===== src/flha_pkg.sv =====
`timescale 1ns / 1ps
`default_nettype none
package flha_pkg;

  localparam int ArenaWords = 128;
  localparam int AddrW      = 7;
  localparam int SizeW      = 16;
  localparam int Hdr        = 2;

  // one header word: size, next link, link-valid
  typedef struct packed {
    logic [SizeW-1:0] size;
    logic [AddrW-1:0] next;
    logic             has_next;
  } hdr_t;

  localparam int HdrW = $bits(hdr_t);

  localparam logic CMD_ALLOC = 1'b0;
  localparam logic CMD_FREE  = 1'b1;

  typedef enum logic [4:0] {
    ST_IDLE,
    ST_CLEAR,
    ST_A_RD,
    ST_A_WAIT,
    ST_A_CHK,
    ST_A_SEL,
    ST_A_RDB,
    ST_A_WTB,
    ST_A_SPLIT,
    ST_A_RDP,
    ST_A_UNL,
    ST_F_RD,
    ST_F_WAIT,
    ST_F_CHK,
    ST_F_RDH,
    ST_F_WTH,
    ST_F_LINK,
    ST_F_RDN,
    ST_F_WTN,
    ST_F_MRGN,
    ST_F_RDP,
    ST_F_WTP,
    ST_F_MRGP,
    ST_DONE
  } state_t;

endpackage
`default_nettype wire


===== src/flha_ram.sv =====
`timescale 1ns / 1ps
`default_nettype none
module flha_ram #(
  parameter int Width = 8,
  parameter int Depth = 16
) (
  input  wire logic                     clk,
  input  wire logic                     we,
  input  wire logic [$clog2(Depth)-1:0] waddr,
  input  wire logic [Width-1:0]         wdata,
  input  wire logic [$clog2(Depth)-1:0] raddr,
  output logic      [Width-1:0]         rdata
);

  logic [Width-1:0] mem [Depth];

  // single write port, registered read
  always_ff @(posedge clk) begin
    if (we) begin
      mem[waddr] <= wdata;
    end
    rdata <= mem[raddr];
  end

endmodule
`default_nettype wire


===== src/free_list_heap_allocator_core.sv =====
`timescale 1ns / 1ps
`default_nettype none
// An allocate walks the free list node by node, stopping at the first fit unless
// best fit is set; a free walks it up to the ordered place of the block.
// One item at a time: busy is high from acceptance until the done strobe.
// The single header RAM port pair (one read, one write a cycle) sets the rate.
// Reset: a clearing pass writes the whole-arena header into word 0 and clears the rest, busy meanwhile.
// The receiver cannot stall: each result is shown for one cycle with done.
module free_list_heap_allocator_core
  import flha_pkg::*;
(
  input  wire logic       clk,
  input  wire logic       rst,
  input  wire logic       start,
  output logic            busy,
  input  wire logic       cmd,
  input  wire logic [6:0] size_words,
  input  wire logic [6:0] block_addr,
  input  wire logic       cfg_we,
  input  wire logic       cfg_wdata,
  output logic            done,
  output logic            ok,
  output logic [6:0]      data_addr,
  output logic [7:0]      remain_words,
  output logic [6:0]      live_count
);

  state_t state, state_next;

  logic fit_mode;
  logic [AddrW-1:0] list_head, list_head_next;
  logic head_valid, head_valid_next;
  logic [SizeW-1:0] free_total, free_total_next;
  logic [6:0] outstanding, outstanding_next;

  logic [AddrW-1:0] req, req_next;
  logic [AddrW:0]   haddr, haddr_next;
  logic [AddrW-1:0] cur, cur_next, prev, prev_next;
  logic cvalid, cvalid_next, has_prev, has_prev_next;
  logic [AddrW-1:0] best, best_next, bprev, bprev_next;
  logic bhas_prev, bhas_prev_next, found, found_next;
  logic [SizeW-1:0] bsize, bsize_next;
  logic [AddrW:0]   steps, steps_next;
  hdr_t hb, hb_next;          // held header of node of interest
  hdr_t ph, ph_next;          // held prev header
  logic [SizeW-1:0] msize, msize_next;
  logic [AddrW-1:0] nx, nx_next;
  logic r_ok, r_ok_next;
  logic [AddrW-1:0] r_addr, r_addr_next;

  logic we;
  logic [AddrW-1:0] waddr, raddr;
  hdr_t wdata, rdata;
  logic [HdrW-1:0] rdata_raw;

  flha_ram #(.Width(HdrW), .Depth(ArenaWords)) u_ram (
    .clk(clk), .we(we), .waddr(waddr), .wdata(wdata),
    .raddr(raddr), .rdata(rdata_raw)
  );
  assign rdata = hdr_t'(rdata_raw);

  // shared adder/compare operands
  logic [SizeW+1:0] split_end, sum_a;
  logic do_split;
  assign split_end = (SizeW+2)'(best) + (SizeW+2)'(Hdr) + (SizeW+2)'(req);
  assign do_split = ({2'b0, bsize} > (SizeW+2)'(req) + (SizeW+2)'(Hdr)) &&
                    (split_end < (SizeW+2)'(ArenaWords));

  // config register
  always_ff @(posedge clk) begin
    if (rst) begin
      fit_mode <= 1'b0;
    end else if (cfg_we) begin
      fit_mode <= cfg_wdata;
    end
  end

  // state and working registers
  always_ff @(posedge clk) begin
    if (rst) begin
      state       <= ST_CLEAR;
      list_head   <= '0;
      head_valid  <= 1'b1;
      free_total  <= SizeW'(ArenaWords - Hdr);
      outstanding <= '0;
      steps       <= '0;
    end else begin
      state       <= state_next;
      list_head   <= list_head_next;
      head_valid  <= head_valid_next;
      free_total  <= free_total_next;
      outstanding <= outstanding_next;
      steps       <= steps_next;
    end
    req <= req_next; haddr <= haddr_next; cur <= cur_next; prev <= prev_next;
    cvalid <= cvalid_next; has_prev <= has_prev_next; best <= best_next;
    bprev <= bprev_next; bhas_prev <= bhas_prev_next; found <= found_next;
    bsize <= bsize_next; hb <= hb_next; ph <= ph_next; msize <= msize_next;
    nx <= nx_next; r_ok <= r_ok_next; r_addr <= r_addr_next;
  end

  // sequencer
  always_comb begin
    state_next = state;
    list_head_next = list_head; head_valid_next = head_valid;
    free_total_next = free_total; outstanding_next = outstanding;
    req_next = req; haddr_next = haddr; cur_next = cur; prev_next = prev;
    cvalid_next = cvalid; has_prev_next = has_prev; best_next = best;
    bprev_next = bprev; bhas_prev_next = bhas_prev; found_next = found;
    bsize_next = bsize; steps_next = steps; hb_next = hb; ph_next = ph;
    msize_next = msize; nx_next = nx; r_ok_next = r_ok; r_addr_next = r_addr;
    we = 1'b0; waddr = cur; wdata = '0; raddr = cur;
    sum_a = '0;
    busy = 1'b1;
    done = 1'b0;
    case (state)
      ST_CLEAR: begin
        // sweep header store to reset image
        we = 1'b1;
        waddr = steps[AddrW-1:0];
        wdata = '0;
        if (steps == '0) wdata.size = SizeW'(ArenaWords - Hdr);
        steps_next = steps + 1'b1;
        if (steps == (AddrW+1)'(ArenaWords - 1)) begin
          steps_next = '0;
          state_next = ST_IDLE;
        end
      end
      ST_IDLE: begin
        busy = 1'b0;
        if (start) begin
          req_next = size_words;
          haddr_next = {1'b0, block_addr} - (AddrW+1)'(Hdr);
          cur_next = list_head; cvalid_next = head_valid;
          prev_next = '0; has_prev_next = 1'b0; found_next = 1'b0;
          bsize_next = '0; steps_next = '0; r_ok_next = 1'b0; r_addr_next = '0;
          if (cmd == CMD_ALLOC) begin
            state_next = (SizeW'(size_words) > free_total) ? ST_DONE : ST_A_RD;
          end else begin
            state_next = (block_addr < AddrW'(Hdr)) ? ST_DONE : ST_F_RD;
          end
        end
      end
      // allocate: walk the list
      ST_A_RD: begin
        if (!cvalid || steps == (AddrW+1)'(ArenaWords)) begin
          state_next = found ? ST_A_SEL : ST_DONE;
        end else begin
          raddr = cur;
          state_next = ST_A_WAIT;
        end
      end
      ST_A_WAIT: begin
        state_next = ST_A_CHK;
      end
      ST_A_CHK: begin
        steps_next = steps + 1'b1;
        prev_next = cur; has_prev_next = 1'b1;
        cvalid_next = rdata.has_next; cur_next = rdata.next;
        state_next = ST_A_RD;
        if (rdata.size >= SizeW'(req) && (!found || rdata.size < bsize)) begin
          found_next = 1'b1; best_next = cur; bsize_next = rdata.size;
          bprev_next = prev; bhas_prev_next = has_prev;
          if (!fit_mode) state_next = ST_A_SEL;
        end
      end
      ST_A_SEL: begin
        raddr = best;
        state_next = ST_A_RDB;
      end
      ST_A_RDB: begin
        hb_next = rdata;
        state_next = ST_A_WTB;
      end
      ST_A_WTB: begin
        msize_next = bsize;
        if (do_split) begin
          // write remainder header after the taken part
          we = 1'b1;
          waddr = split_end[AddrW-1:0];
          wdata.size = bsize - SizeW'(req) - SizeW'(Hdr);
          wdata.next = hb.next;
          wdata.has_next = hb.has_next;
          msize_next = SizeW'(req) + SizeW'(Hdr);
        end
        state_next = ST_A_SPLIT;
      end
      ST_A_SPLIT: begin
        if (do_split) begin
          // best shrinks to req and links to the remainder
          we = 1'b1; waddr = best;
          wdata.size = SizeW'(req);
          wdata.next = split_end[AddrW-1:0];
          wdata.has_next = 1'b1;
          hb_next.next = split_end[AddrW-1:0];
          hb_next.has_next = 1'b1;
        end
        state_next = ST_A_RDP;
      end
      ST_A_RDP: begin
        // fetch prev header after the split writes
        raddr = bprev;
        state_next = ST_A_UNL;
      end
      ST_A_UNL: begin
        // unlink best from prev or from head
        if (bhas_prev) begin
          we = 1'b1; waddr = bprev;
          wdata = rdata; wdata.next = hb.next; wdata.has_next = hb.has_next;
        end else begin
          list_head_next = hb.next; head_valid_next = hb.has_next;
        end
        free_total_next = free_total - msize;
        outstanding_next = outstanding + 1'b1;
        r_ok_next = 1'b1;
        r_addr_next = best + AddrW'(Hdr);
        state_next = ST_DONE;
      end
      // free: find ordered place
      ST_F_RD: begin
        if (haddr[AddrW]) begin
          state_next = ST_DONE;
        end else if (!cvalid || steps == (AddrW+1)'(ArenaWords) ||
                     haddr[AddrW-1:0] <= cur) begin
          if (cvalid && cur == haddr[AddrW-1:0]) begin
            state_next = ST_DONE;
          end else begin
            raddr = haddr[AddrW-1:0];
            state_next = ST_F_RDH;
          end
        end else begin
          raddr = cur;
          state_next = ST_F_WAIT;
        end
      end
      ST_F_WAIT: begin
        state_next = ST_F_CHK;
      end
      ST_F_CHK: begin
        steps_next = steps + 1'b1;
        prev_next = cur; has_prev_next = 1'b1; ph_next = rdata;
        cvalid_next = rdata.has_next; cur_next = rdata.next;
        state_next = ST_F_RD;
      end
      ST_F_RDH: begin
        raddr = haddr[AddrW-1:0];
        state_next = ST_F_WTH;
      end
      ST_F_WTH: begin
        hb_next = rdata;
        state_next = ST_F_LINK;
      end
      ST_F_LINK: begin
        // link h in after prev or at head
        if (has_prev) begin
          hb_next.next = ph.next; hb_next.has_next = ph.has_next;
          we = 1'b1; waddr = prev;
          wdata = ph; wdata.next = haddr[AddrW-1:0]; wdata.has_next = 1'b1;
          ph_next.next = haddr[AddrW-1:0]; ph_next.has_next = 1'b1;
        end else begin
          hb_next.next = list_head; hb_next.has_next = head_valid;
          list_head_next = haddr[AddrW-1:0]; head_valid_next = 1'b1;
        end
        msize_next = hb.size;
        free_total_next = free_total + hb.size;
        state_next = ST_F_RDN;
      end
      ST_F_RDN: begin
        raddr = hb.next;
        nx_next = hb.next;
        state_next = ST_F_WTN;
      end
      ST_F_WTN: begin
        raddr = nx;
        state_next = ST_F_MRGN;
      end
      ST_F_MRGN: begin
        sum_a = (SizeW+2)'(haddr[AddrW-1:0]) + (SizeW+2)'(msize) + (SizeW+2)'(Hdr);
        if (hb.has_next && sum_a == (SizeW+2)'(nx)) begin
          hb_next.next = rdata.next; hb_next.has_next = rdata.has_next;
          msize_next = msize + SizeW'(Hdr) + rdata.size;
          free_total_next = free_total + SizeW'(Hdr);
        end
        state_next = ST_F_RDP;
      end
      ST_F_RDP: begin
        // commit h header before the prev merge check
        we = 1'b1; waddr = haddr[AddrW-1:0];
        wdata = hb; wdata.size = msize;
        state_next = ST_F_MRGP;
      end
      ST_F_MRGP: begin
        sum_a = (SizeW+2)'(prev) + (SizeW+2)'(ph.size) + (SizeW+2)'(Hdr);
        if (has_prev && sum_a == (SizeW+2)'(haddr[AddrW-1:0])) begin
          we = 1'b1; waddr = prev;
          wdata.size = ph.size + msize + SizeW'(Hdr);
          wdata.next = hb.next; wdata.has_next = hb.has_next;
          free_total_next = free_total + SizeW'(Hdr);
        end
        if (outstanding != '0) outstanding_next = outstanding - 1'b1;
        r_ok_next = 1'b1;
        state_next = ST_DONE;
      end
      ST_F_WTP: begin
        state_next = ST_F_MRGP;
      end
      ST_DONE: begin
        done = 1'b1;
        state_next = ST_IDLE;
      end
      default: begin
        state_next = ST_IDLE;
      end
    endcase
  end

  assign ok = r_ok;
  assign data_addr = r_addr;
  assign remain_words = free_total[7:0];
  assign live_count = outstanding;

endmodule
`default_nettype wire


===== config.mk =====
export PLATFORM = sky130hd
export DESIGN_NAME = free_list_heap_allocator_core
export DESIGN_NICKNAME = d
export VERILOG_FILES = /design/src/flha_pkg.sv /design/src/flha_ram.sv /design/src/free_list_heap_allocator_core.sv
export SDC_FILE = /design/constraint.sdc
export NUM_CORES = 2
export LEC_CHECK = 0
export ABC_AREA = 1
export BUFFER_PORTS_ARGS = -buffer_cell sky130_fd_sc_hd__buf_2
export CAP_MARGIN = 20
export CORE_MARGIN = 1.5
export CORE_UTILIZATION = 60
export DETAILED_ROUTE_END_ITERATION = 7
export PLACE_DENSITY_LB_ADDON = 0.1
export RECOVER_POWER = 25
export SYNTH_ARGS = -nofsm -noshare
export SYNTH_HDL_FRONTEND = slang
export SYNTH_HIERARCHICAL = 1
export SYNTH_SLANG_ARGS = --single-unit

===== constraint.sdc =====
create_clock -name clk -period 9.56 [get_ports clk]
set_input_delay 1.912 -clock clk [delete_from_list [all_inputs] [get_ports clk]]
set_output_delay 1.912 -clock clk [all_outputs]
set_load 0.005 [all_outputs]

==> key figures <==
Outcome
  – Status: complete, but fails checks
  – Failing checks: max-capacitance violations, max-slew violations

Synthesis
  – Simple-gate area share of the yosys netlist: 22.5%
  – Area leader, netlist: edfxtp_1
  – Cell Area, Synth: 141000 sq um
  – Compound-Gate Fraction of Synth Area: 1.86%
  – Top cells by count, synth: nand2_1 (3596), edfxtp_1 (3214), nand3_1 (3172)
  – Number of synthesized flops with an enable pin: 3214
  – Ys Warns: 6
  – Synthesized Nets: 12528
  – Sequential share of the synthesized area: 69.7%
  – Synth Area in XOR/XNOR: 0.330%
  – Synth Flop Type: edfxtp_1
  – Synth Area in Adders: 1.75%
  – Most common cell in the synthesized netlist: nand2_1
  – Mean Syn Cell Area: 11.4 sq um
  – Main combinational cell family by area after synthesis: simple AND/OR/NAND/NOR gates
  – Yosys reg bits: 3283
  – Ys async rst share: 0%
  – Synth area leaders: edfxtp_1 (69%), nand3_1 (11%), nand2_1 (9.6%), ha_1 (1.6%), buf_2 (1.4%)
  – Yosys top cell area share: 68.7%
  – Mux cell area share after synthesis: 0%
  – Synth Instances: 12317
  – Yosys cell types: 61

Drt
  – Drt pass-1 iters: 8
  – Drt first-iter violations: 14874
  – Detailed-route via count: 98278
  – Drt total wl: 423000 microns
  – Via density: 6.28
  – Antenna Nets Post-Route: 0
  – Wire per inst: 27.1 microns
  – DR DRC count: 0

Setup path
  – Critical Path Fanout Max: 129
  – Worst-path cell chain: inv_1 -> ha_1 -> inv_1 -> ha_1 -> fa_1 -> nand3_1 -> nand2_1 -> nand2_1 -> a21oi_1 -> a21o_1 -> a21oi_1 -> nand2_1 -> nor2_1 -> nand3b_1 -> nand4_1 -> clkbuf_2
  – Slowest Stage Delay on Critical Path: 2.77 ns
  – Top cell by count, worst path: nand2_1
  – Reg2reg setup slack: 1.06 ns
  – CP startpoint kind: flop
  – Crit Path Class: flop to flop
  – Critical Path RT: 9.68 ns
  – Critical Path AT: 8.62 ns
  – Worst setup EP type: flop
  – Slowest CP cell: clkbuf_2

Timing
  – Setup violators final: 0
  – Peak Freq: 0.118 GHz
  – Clk_skew: 0.102 ns
  – Worst slew pin tran: 4.15 ns
  – Unrepaired setup endpoints after global routing: false
  – Pins Over Slew Limit: 972
  – Setup TNS: 0 ns
  – Final Hold Vio Count: 0
  – Slew margin rel.: -176%
  – Final Cycle Share: 88.9%
  – Min Tclk post-route: 8.50 ns

Hold path
  – Hold crit path type: flop to flop

Finish
  – Area growth from synthesis to layout: 9.85%
  – Post-Layout Inst Area: 154000 sq um
  – Share of cells above drive strength 1: 7.42%
  – Nets: 12456

Clocking
  – Clock slew at reported path FFs: 0.06 ns
  – TritonCTS buffer count: 345
  – Clock sinks: 3283
  – Worst skew pair latency: 0.97 ns
  – Root Driver: clkbuf_16
  – Setup Buffers After CTS: 0
  – CTS Buffer Depth: 4
  – CTS tree: yes
  – Post-CTS Hold Buffers: 0
  – CTS H-tree lvls: 5
  – Post-CTS sizing: 0

Floorplanning
  – Die height: 487 microns
  – Initial Util: 60.4%
  – Ports: 45
  – FP Rows: 177
  – Die X-Extent: 487 microns
  – Core area: 233000 sq um
  – Die ar.: 237000 sq um

Power and ir drop
  – Pwr Total: 29.0 mW
  – Leakage: 55.3 nW
  – VDD IR-drop max: 190 uV
  – Pwr dens: 188 nW/um^2

Place
  – Port buffer count: 44
  – Hpwl dp: 246000 microns
  – Final GP Congestion: 0.962
  – Post-DP Area: 144000 sq um

GRT
  – Global-route wire length before repair: 614000 microns
  – GR Overflow Total: 0
  – Largest net degree at the start of global routing: 187
  – Vias in the first global route: 91541
  – GRT Resource Usage Total: 35.4%
  – Initial antenna violation count: 15

Flow run
  – Max-cap viol count: 23
-- through the flow --
| step | setup WS (ns) | hold WS (ns) | instances | utilization, % |
|---|---|---|---|---|
| global route | 0.989 | 0.504 | 15634 | 66.3 |
| detailed placement | 2.15 | 0.481 | 15014 | 61.8 |
| floorplan | 0.839 | 0.426 | 12317 | - |
| finish | 1.06 | 0.491 | 15637 | 66.3 |
| global placement | 1.88 | 0.464 | 14984 | 61.6 |
| CTS | 2.16 | 0.493 | 15616 | 66.4 |
-- area by class of cell --
type	instances	area, sq um
clock inverter	172	1490
antenna	5	12.5
multi-input combinational	7935	37500
sequential	3283	97900
timing repair buffer	313	2970
clock buffer	430	9130
inverter	367	1420
fill	17408	78400
tap	3132	3920
-- state kept, by name, indices dropped and copies added, names as in the netlist, 8 cells and up --
name         cells
u_ram/mem     3072
hb              24
ph              24
u_ram/rdata     24
bsize           16
free_total      16
msize           16
haddr            8
steps            8
-- cell usage in the layout (no fill, tap or decap), types with 69 or more instances in the layout --
cell | netlist | final
a21oi_1 | 134 | 135
buf_4 | 89 | 175
clkbuf_1 | 111 | 119
clkbuf_16 | 0 | 351
dfxtp_1 | 69 | 69
edfxtp_1 | 3214 | 3214
ha_1 | 182 | 182
inv_1 | 343 | 346
nand2_1 | 3596 | 3599
nand3_1 | 3172 | 3174
nor2_1 | 333 | 214
nor2_2 | 13 | 138
o21ai_0 | 149 | 150
-- critical path, delay by kind of cell (launching register included) --
kind,cells,cell delay [ns]
fa+ha+maj,3,1.01
buf+inv,3,2.97
compound gates,3,0.47
flops,1,0.44
simple gates,7,2.52
-- cells by family after synthesis --
| family | after synthesis |
|---|---|
| xor+xnor | 53 |
| buf+inv | 1099 |
| simple gates | 7249 |
| flops | 3283 |
| compound gates | 442 |
| fa+ha+maj | 191 |
-- power by group --
| group | leakage [nW] | total (mW) | internal [mW] | switching [mW] |
|---|---|---|---|---|
| Clock | 5.19 | 12.9 | 7.42 | 5.44 |
| Sequential | 28.4 | 15.8 | 15.8 | 0.00750 |
| Combinational | 21.7 | 0.365 | 0.0328 | 0.332 |
| Total | 55.3 | 29.0 | 23.2 | 5.78 |
-- worst paths after layout --
| path | startpoint | endpoint | cells after the start |
|---|---|---|---|
| worst max-delay path | req[1] | u_ram/mem[44][14] | 16 |
| worst min-delay path | steps[0] | steps[0] | 2 |
| worst max register to register | req[1] | u_ram/mem[44][14] | 16 |
| worst min register to register | steps[0] | steps[0] | 2 |
-- layer usage --
metal / share of wire (%) / global-route usage, % / vias up
met4: 4.7 / 14.9 / 10
met5: 0.014 / 0 / -
met1: 39 / 51.0 / 47786
met2: 44 / 52.1 / 5981
met3: 12 / 8.14 / 937
li1: - / - / 43564
No activity file was read; power rests on OpenSTA's default activity.
